**config.mk**
```make
export PLATFORM = sky130hd
export DESIGN_NAME = avgpool_div
export DESIGN_NICKNAME = d
export VERILOG_FILES = /design/src/design/avgpool_pkg.sv /design/src/design/avgpool_div.sv
export SDC_FILE = /design/constraint.sdc
export NUM_CORES = 1
export LEC_CHECK = 0
export BUFFER_PORTS_ARGS = -buffer_cell sky130_fd_sc_hd__buf_2
export CORE_MARGIN = 2
export CORE_UTILIZATION = 41
export CTS_CLUSTER_DIAMETER = 150
export CTS_CLUSTER_SIZE = 10
export DETAILED_ROUTE_END_ITERATION = 8
export PLACE_DENSITY = 0.73
export SYNTH_ARGS = -nofsm -noshare
export SYNTH_HDL_FRONTEND = slang
export SYNTH_SLANG_ARGS = --single-unit
```
**constraint.sdc**
```tcl
create_clock -name i_clk -period 13.8 [get_ports i_clk]
set_input_delay 2.76 -clock i_clk [delete_from_list [all_inputs] [get_ports i_clk]]
set_output_delay 2.76 -clock i_clk [all_outputs]
set_load 0.02 [all_outputs]
```
**src/design/avgpool_pkg.sv**
```systemverilog
// shared constants, types and helpers for the average pooling stream
// no dependencies
`default_nettype none

package avgpool_pkg;

    localparam int MAX_WIDTH     = 1024;
    localparam int MAX_HEIGHT    = 1024;
    localparam int MAX_CHANNELS  = 1024;
    localparam int MAX_FACTOR    = 8;
    localparam int SAMPLE_BITS   = 16;

    localparam int CFG_BITS      = 11;
    localparam int FACTOR_BITS   = 4;
    localparam int COUNT_BITS    = 10;
    localparam int SUM_BITS      = 22;
    localparam int ADDR_BITS     = $clog2(MAX_WIDTH);

    localparam int AREA_BITS     = 7;
    localparam int DIVISOR_BITS  = 8;
    localparam int DIVIDEND_BITS = 24;
    localparam int DIV_RADIX     = 4;
    localparam int DIV_STEPS     = DIVIDEND_BITS / DIV_RADIX;
    localparam int DIV_CNT_BITS  = $clog2(DIV_STEPS);

    localparam int RECIP_SHIFT   = 13;
    localparam int RECIP_BITS    = 14;
    localparam int PROD_BITS     = CFG_BITS + RECIP_BITS;

    localparam int APB_ADDR_BITS = 4;
    localparam int APB_DATA_BITS = 32;

    localparam logic [1:0] REG_FRAME_WIDTH   = 2'd0;
    localparam logic [1:0] REG_FRAME_HEIGHT  = 2'd1;
    localparam logic [1:0] REG_CHANNEL_COUNT = 2'd2;
    localparam logic [1:0] REG_POOL_FACTOR   = 2'd3;

    typedef struct packed {
        logic                     start;
        logic [DIVIDEND_BITS-1:0] dividend;
        logic [DIVISOR_BITS-1:0]  divisor;
    } t_div_req;

    // ceil(2^13 / f), exact floor for values up to 1024
    function automatic logic [RECIP_BITS-1:0] factor_recip(input logic [FACTOR_BITS-1:0] f);
        logic [RECIP_BITS-1:0] r;
        unique case (f)
            4'd2:    r = 14'd4096;
            4'd3:    r = 14'd2731;
            4'd4:    r = 14'd2048;
            4'd5:    r = 14'd1639;
            4'd6:    r = 14'd1366;
            4'd7:    r = 14'd1171;
            4'd8:    r = 14'd1024;
            default: r = 14'd8192;
        endcase
        return r;
    endfunction

    // floor(v / f) through a reciprocal product
    function automatic logic [CFG_BITS-1:0] div_factor(
        input logic [CFG_BITS-1:0]    v,
        input logic [FACTOR_BITS-1:0] f
    );
        logic [PROD_BITS-1:0] prod;
        prod = PROD_BITS'(v) * PROD_BITS'(factor_recip(f));
        return prod[RECIP_SHIFT +: CFG_BITS];
    endfunction

endpackage

`default_nettype wire

```
**src/design/avgpool_div.sv**
```systemverilog
// multi-cycle unsigned divider, four quotient bits per cycle
// depends on avgpool_pkg
`default_nettype none

module avgpool_div (
    input  wire logic                                  i_clk,
    input  wire logic                                  i_rst_n,
    input  wire avgpool_pkg::t_div_req                 i_req,
    output logic                                       o_done,
    output logic [avgpool_pkg::DIVIDEND_BITS-1:0]      o_quotient
);

    import avgpool_pkg::*;

    logic                     r_busy;
    logic                     n_busy;
    logic [DIV_CNT_BITS-1:0]  r_cnt;
    logic [DIV_CNT_BITS-1:0]  n_cnt;
    logic [DIVISOR_BITS-1:0]  r_divisor;
    logic [DIVISOR_BITS-1:0]  n_divisor;
    logic [DIVISOR_BITS-1:0]  r_rem;
    logic [DIVISOR_BITS-1:0]  n_rem;
    logic [DIVIDEND_BITS-1:0] r_quo;
    logic [DIVIDEND_BITS-1:0] n_quo;
    logic [DIVISOR_BITS:0]    step_rem;
    logic [DIVIDEND_BITS-1:0] step_quo;
    logic                     last_step;

    assign last_step = (r_cnt == DIV_CNT_BITS'(DIV_STEPS - 1));

    always_comb begin
        step_rem = {1'b0, r_rem};
        step_quo = r_quo;
        for (int k = 0; k < DIV_RADIX; k++) begin
            step_rem = {step_rem[DIVISOR_BITS-1:0], step_quo[DIVIDEND_BITS-1]};
            step_quo = {step_quo[DIVIDEND_BITS-2:0], 1'b0};
            if (step_rem >= {1'b0, r_divisor}) begin
                step_rem    = step_rem - {1'b0, r_divisor};
                step_quo[0] = 1'b1;
            end
        end
    end

    always_comb begin
        n_busy    = r_busy;
        n_cnt     = r_cnt;
        n_divisor = r_divisor;
        n_rem     = r_rem;
        n_quo     = r_quo;
        if (i_req.start) begin
            n_busy    = 1'b1;
            n_cnt     = '0;
            n_divisor = i_req.divisor;
            n_rem     = '0;
            n_quo     = i_req.dividend;
        end else if (r_busy) begin
            n_rem = step_rem[DIVISOR_BITS-1:0];
            n_quo = step_quo;
            n_cnt = r_cnt + DIV_CNT_BITS'(1);
            if (last_step) begin
                n_busy = 1'b0;
            end
        end
    end

    always_ff @(posedge i_clk) begin
        if (!i_rst_n) begin
            r_busy <= 1'b0;
            r_cnt  <= '0;
        end else begin
            r_busy <= n_busy;
            r_cnt  <= n_cnt;
        end
        r_divisor <= n_divisor;
        r_rem     <= n_rem;
        r_quo     <= n_quo;
    end

    assign o_done     = r_busy && last_step;
    assign o_quotient = r_quo;

endmodule

`default_nettype wire

```
Word-level counts from Yosys, hierarchy flattened
Cells that the tools add are included.

operators by class
  multiplexer cells = 13
  bitwise operators = 1
  $mul = 0
  shift-type cells = 0
  add/subtract/negate cells = 5
  reduce and logical (&&, ||, !) cells = 3
  equal/unequal tests = 1
  div/mod/pow operators = 0
  order comparisons = 4

operators by type and width
  operator               count
  $mux W24               2
  $ge A9 B8 Y1           4
  $mux W8                4
  $sub A8 B8 Y8          4
  $mux W1                7
  $add A3 B1 Y3 const B  1
  $eq A3 B3 Y1 const B   1
  $reduce_bool A2 Y1     1
  $reduce_or A2 Y1       1
  $logic_and A1 B1 Y1    1
  $not A1 Y1             1

word-level totals
  word-level logic and storage cells = 32
  memories kept = 0
  output and inout bits = 25
  bits of input ports = 35
  register bits = 44
  memory bits (read-only) = 0
  bits in writable memories = 0
  latch bits = 0

Logic depth before layout (Yosys ltp)
Gate-level depths: netlist of the first run.

  depth after elaboration = 10
  mapped depth = 39
  mapped depth without buffers = 38

Worst setup path after synthesis of the first run
Ideal clock, no wire load.

  path kind = flip-flop to flip-flop
  start = register r_divisor[1]
  end = register r_rem[0]
  buffers on the path = 1
  library setup time = 0.086 ns
  cell stages (with the launch flop) = 37
  arrival = 7.830 ns
  path slack = 5.884 ns
  path through = edfxtp_1 > inv_1 > ha_1 > nand2b_1 > a21oi_1 > o21ai_1 > nand2_1 > o21ai_0 > inv_1 > ha_1 > nor2b_1 > o31a_1 > o21ai_1 > a21oi_1 > o21ai_1 > nand2_1 > mux2_2 > ha_1 > and3_1 > o21ai_0 > o21ai_0 > o41ai_1 > nor2b_1 > a311o_1 > buf_2 > o21a_1 > ha_1 > nor2b_1 > o21ai_0 > a21boi_0 > o21ai_0 > o2bb2ai_1 > o21ai_0 > a211oi_1 > o221ai_4 > mux2_2 > a211oi_1

between the ends
  longest elaborated chain between the ends = 8
  elaborated cells on any way between the ends = 11

ends and longest elaborated chain
  element                                               RTL line                              text
  from (decl)                                           avgpool_div.sv:19                     logic [DIVISOR_BITS-1:0] r_divisor;
  from (signal assigned)                                avgpool_div.sv:74                     r_divisor <= n_divisor;
  $sub A8 B8 Y8 / $ge A9 B8 Y1 (equally long branches)  avgpool_div.sv:38, avgpool_div.sv:37
  $mux W8                                               avgpool_div.sv:37                     if (step_rem >= {1'b0, r_divisor}) begin
  $sub A8 B8 Y8 / $ge A9 B8 Y1 (equally long branches)  avgpool_div.sv:38, avgpool_div.sv:37
  $mux W8                                               avgpool_div.sv:37
  $sub A8 B8 Y8 / $ge A9 B8 Y1 (equally long branches)  avgpool_div.sv:38, avgpool_div.sv:37
  $mux W8                                               avgpool_div.sv:37
  $ge A9 B8 Y1 *                                        avgpool_div.sv:37
  $mux W8 *                                             avgpool_div.sv:37
  to (signal assigned)                                  avgpool_div.sv:75                     r_rem <= n_rem;
  to (decl)                                             avgpool_div.sv:21                     logic [DIVISOR_BITS-1:0] r_rem;

Every way passes the cells marked *; elsewhere a longest branch is shown, timed or not.
A chain may end at the register's enable or synchronous reset.

Worst setup path after layout of the first run
  start = register r_divisor[6]
  end = register r_rem[0]

between the ends
  longest elaborated chain between the ends = 8
  elaborated cells on any way between the ends = 11

ends and longest elaborated chain
  element                                               RTL line
  $sub A8 B8 Y8 / $ge A9 B8 Y1 (equally long branches)  avgpool_div.sv:38, avgpool_div.sv:37
  $mux W8                                               avgpool_div.sv:37
  $sub A8 B8 Y8 / $ge A9 B8 Y1 (equally long branches)  avgpool_div.sv:38, avgpool_div.sv:37
  $mux W8                                               avgpool_div.sv:37
  $ge A9 B8 Y1 / $sub A8 B8 Y8 (equally long branches)  avgpool_div.sv:37, avgpool_div.sv:38
  $mux W8                                               avgpool_div.sv:37
  $ge A9 B8 Y1 *                                        avgpool_div.sv:37
  $mux W8 *                                             avgpool_div.sv:37

Marked as above.

==> results.cfg, run 1 <==
[sta]
hold_viol = 0
relSlewSlack_pct = 49.4
finalSetupViolCount = 0
fin_crit_sh_pct = 66.9
tightest_slew_ps = 758
skew_ps = 9.93
min_period_ps = 9230
fmax_mhz = 108
slew_viol_final = 0
fin_setup_tns_ps = 0
rsz0062_at_grt = false

[clock_network]
hold_buffers = 0
clockBufferDepth = 2
cts_tree = yes
cts_buffers = 5
cts_sinks = 44
clkTransAtPathRegs_ps = 90
clk_latency_ps = 300
h-tree-depth = 2
cts_root_buf = clkbuf_8
cts_setup_buffers = 0
cts_resized = 0

[route]
wl_per_cell_um = 16.4
postRouteAntennaNets = 0
first_pass_iters = 4
vias = 2758
routed_wl_mm = 8.19
drc = 0
drt_iter0_drc = 102
vias_per_cell = 5.54

[worst_hold_path]
hold_path.class = reg -> reg
hold_start = r_cnt[1]

[critical_path]
startpoint = r_divisor[6]
setup.worst_path.end_class = flip-flop
arrival_ps = 9440
critPathKind = reg -> reg
slowest_stage = a311o_1
cp-start-kind = flip-flop
crit_family = compound AO/OA/AOI/OAI gates
worst-path-max-fanout = 11
crit_buf_inv = 2
regToRegStartpoint = r_divisor[6]
cpPeakStageDelay_ps = 550
cp.required_ps = 14010
cpMostUsedCell = o21ai_0

[cells_and_area]
layout-drive-gt1-share_pct = 27.0
nets = 465
final_cell_mix = 59 x buf_2, 34 x ha_1, 33 x mux2_2
antenna_cells = 0
area_growth_pct = 15.4
mostFrequentLayoutCell = buf_2
fillers = 790

[floorplan]
fp-row-count = 33
start_util_pct = 41.7
die_w_um = 94.7
ioPinCount = 60
die_area_mm2 = 0.00897
core_region_area_mm2 = 0.00809
die_h_um = 94.7

[synth]
synth.cell_area_mm2 = 0.00337
syn_inst = 332
ys.flop_type = edfxtp_1
synth_top_area_share_pct = 28.5
yosys.area.top_type = edfxtp_1
synth_area_leaders = edfxtp_1 28%, ha_1 13%, mux2_2 11%
ys_ff_latch = 44
yosysUniqueCellTypes = 46
synth-edff-count = 32
avgSynthCellArea_um2 = 10.2
async_reset_ff_share_pct = 0
yosysWarnings = 0
ys_seq_area_share_pct = 35.6
syn-num-nets = 405

[grt]
grt_pass1_vias = 2724
grtUsageTotal_pct = 19.0
antenna_found_initial = 0
grt_max_degree = 45
grt_pass1_wl_mm = 13.2
grt_overflow = 0

[flow_run]
drv_cap = 0

[place]
dp_hpwl_mm = 6.26
gp_congestion = 0.914
place.port_buffers = 59

[status]
status = complete, no violations
[through the flow]
stage               cell area [um2]  std cells  utilization, %  hold WS, ps  worst slack [ps]
floorplan                      3370        332               -          470              5880
global placement               3780        490            46.7          481              5070
detailed placement             3780        490            46.7          492              4760
CTS                            3890        498            48.1          505              4710
global route                   3890        498            48.1          539              3830
finish                         3890        498            48.1          502              4570
[synth_stat cells, drive strengths merged (3+ instances only)]
master  number
nand3        3
nor2b        8
and3         4
o21a         6
nor2        25
o21ai       20
a21o         7
mux2i        7
mux2        34
nand2       17
xor2         5
nand4        5
dfxtp       12
a21oi       21
a211oi       8
xnor2       16
nand2b       7
fa           4
ha          34
clkbuf       5
edfxtp      32
o31a         3
inv         23
nor3         3
[logic make-up (layout without fill, tap and decap cells)]
family | Yosys count | after routing | share of synthesized area (%)
adder cells (fa/ha/maj) | 38 | 38 | 15.0
multiplexers | 41 | 41 | 13.4
buffers and inverters | 30 | 91 | 3.37
AO/OA/AOI/OAI | 78 | 78 | 15.4
AND/OR/NAND/NOR | 80 | 80 | 11.8
flip-flops | 44 | 44 | 35.6
XOR/XNOR | 21 | 21 | 5.45
[flip-flops by register name, summed over array words and instances, names as in the netlist]
register / cells
o_quotient: 24
r_divisor: 8
r_cnt: 3
r_busy: 1
r_rem: 8
[worst min-delay path: stages (launching register included)]
cell	delay, ps
dfxtp_1	330
nor2_1	80
a211oi_1	50
[layer usage]
layer,vias to the layer above,share of wire [%],global-route usage (%)
met5,-,0,0
met4,0,2.8,7.00
met3,19,7.4,4.55
met2,117,46,31.1
met1,1283,43,24.2
li1,1339,-,-
[layout make-up]
cell class	count	area (um2)	share of cell area (%)
clock inverters	3	42.5	1.09
inverters	23	86.3	2.22
flip-flops and latches	44	1200	30.9
clock buffers	5	68.8	1.77
well taps	105	131	3.38
multi-input cells	258	2060	52.9
repair buffers	60	303	7.78
[path summary, 6_finish.rpt]
path	endpoint	slack (ps)	cells past startpoint
worst max-delay path	r_rem[0]	4570	35
worst min register to register	r_cnt[1]	500	2
worst min-delay path	r_cnt[1]	500	2
worst max register to register	r_rem[0]	4570	35
Power of run 1 is left out: the tool's default activity adds up to more than one toggle a clock period on the data nets, which glitch-free logic cannot reach.
==> inputs of run 2 (changes only) <==
==> constraint.sdc (replaced) <==
create_clock -name i_clk -period 9.6 [get_ports i_clk]
set_input_delay 1.92 -clock i_clk [delete_from_list [all_inputs] [get_ports i_clk]]
set_output_delay 1.92 -clock i_clk [all_outputs]
set_load 0.02 [all_outputs]
==> run 2 against run 1 <==
  * Cell count unchanged
  * Clock-buffer cell count rose by 1
  * Sequential share of layout area is 0.059 points lower
  * Clock skew rose by 8.4 ps
  * Wire length down 0.56%
  * Register-to-register slack worse by 3800 ps
  * Setup slack worse by 3800 ps
==> results.cfg, run 2 (synthesis results as in run 1) <==
[clock_network]
cts_sinks = 44
clk_latency_ps = 300
cts_setup_buffers = 0
cts_root_buf = clkbuf_8
clockBufferDepth = 2
h-tree-depth = 2
hold_buffers = 0
cts_buffers = 5
clkTransAtPathRegs_ps = 90
cts_tree = yes

[grt]
grt_overflow = 0
grtUsageTotal_pct = 18.8
antenna_found_initial = 0
grt_max_degree = 45
grt_pass1_wl_mm = 13.1
grt_pass1_vias = 2718

[place]
place.port_buffers = 59
dp_hpwl_mm = 6.28
dp_cells = 490
gp_congestion = 0.914
placed_area_mm2 = 0.00378
dp_slack_ps = 564

[sta]
tightest_slew_ps = 737
fin_crit_sh_pct = 92.1
relSlewSlack_pct = 50.8
setup_slack_ps = 762
rsz0062_at_grt = false
fmax_mhz = 113
fin_setup_tns_ps = 0
hold_viol = 0
skew_ps = 18.3
slew_viol_final = 0
min_period_ps = 8840
finalSetupViolCount = 0

[cells_and_area]
multiInputGateArea_mm2 = 0.00207
fillers = 777
largest_register_ffs = 24
antenna_cells = 0
seq_area_mm2 = 0.00120
final_cell_mix = 59 x buf_2, 34 x ha_1, 33 x mux2_2
area_growth_pct = 15.6
nets = 465
mostFrequentLayoutCell = buf_2
post-route-cell-area_mm2 = 0.00390
final_cells = 498
layout-drive-gt1-share_pct = 27.2

[critical_path]
critPathKind = reg -> reg
slowest_stage = a311o_1
crit_buf_inv = 2
cp.required_ps = 9800
worst-path-max-fanout = 11
cp-start-kind = flip-flop
cpPeakStageDelay_ps = 530
timing.reg2reg.setup_slack_ps = 760
setup.worst_path.end_class = flip-flop
crit_family = compound AO/OA/AOI/OAI gates
cpMostUsedCell = o21ai_0
arrival_ps = 9030

[route]
drt_iter0_drc = 137
routed_wl_mm = 8.14
first_pass_iters = 4
vias = 2742
drc = 0
vias_per_cell = 5.51
wl_per_cell_um = 16.4
postRouteAntennaNets = 0

[status]
status = complete, no violations

[floorplan]
ioPinCount = 60
start_util_pct = 41.7
die_w_um = 94.7
die_h_um = 94.7
core_region_area_mm2 = 0.00809
die_area_mm2 = 0.00897
fp-row-count = 33

[worst_hold_path]
hold_path.class = reg -> reg

[flow_run]
drv_cap = 0
==> run 2: cell count changes in the layout (fill, tap and decap cells not counted), sizes merged <==
cell      delta
clkbuf       +1
clkinvlp     -1
==> run 2: worst paths after layout <==
check                     from       end  depth (start not counted)
setup / recovery  r_divisor[6]  r_rem[0]                         35
hold / removal        r_cnt[1]  r_cnt[1]                          2
setup reg to reg  r_divisor[6]  r_rem[0]                         35
hold reg to reg       r_cnt[1]  r_cnt[1]                          2
==> run 2: per-layer routing <==
layer / track usage, % / up-vias / routed length [um]
met4: 5.92 / 0 / 144
met2: 31.2 / 116 / 3910
met3: 3.19 / 13 / 496
met5: 0 / - / 0
li1: - / 1344 / -
met1: 25.1 / 1269 / 3590
==> run 2: area by class of cell <==
class,instances,area share [%]
clock inverter,2,0.898
multi-input combinational,258,53.1
inverter,23,2.21
clock buffer,6,1.86
tap,105,3.37
sequential,44,30.8
timing repair buffer,60,7.76
==> run 2: what timing repair did <==
| item | CTS | global route |
|---|---|---|
| endpoints found under the hold margin | 0 | 0 |
| endpoints found under the setup margin | 0 | 9 |
| resized for setup | 0 | 3 |
==> run 2: stage by stage <==
stage               utilization [%]  hold slack, ps
floorplan                         -             470
global placement               46.7             481
detailed placement             46.7             491
CTS                            48.1             506
global route                   48.2             556
finish                         48.2             503
==> run 2: worst min-delay path, cell delays in order, from the launching register on <==
cell and delay (ps):
dfxtp_1 330, nor2_1 80, a211oi_1 50
Power of run 2 is left out for the same reason.
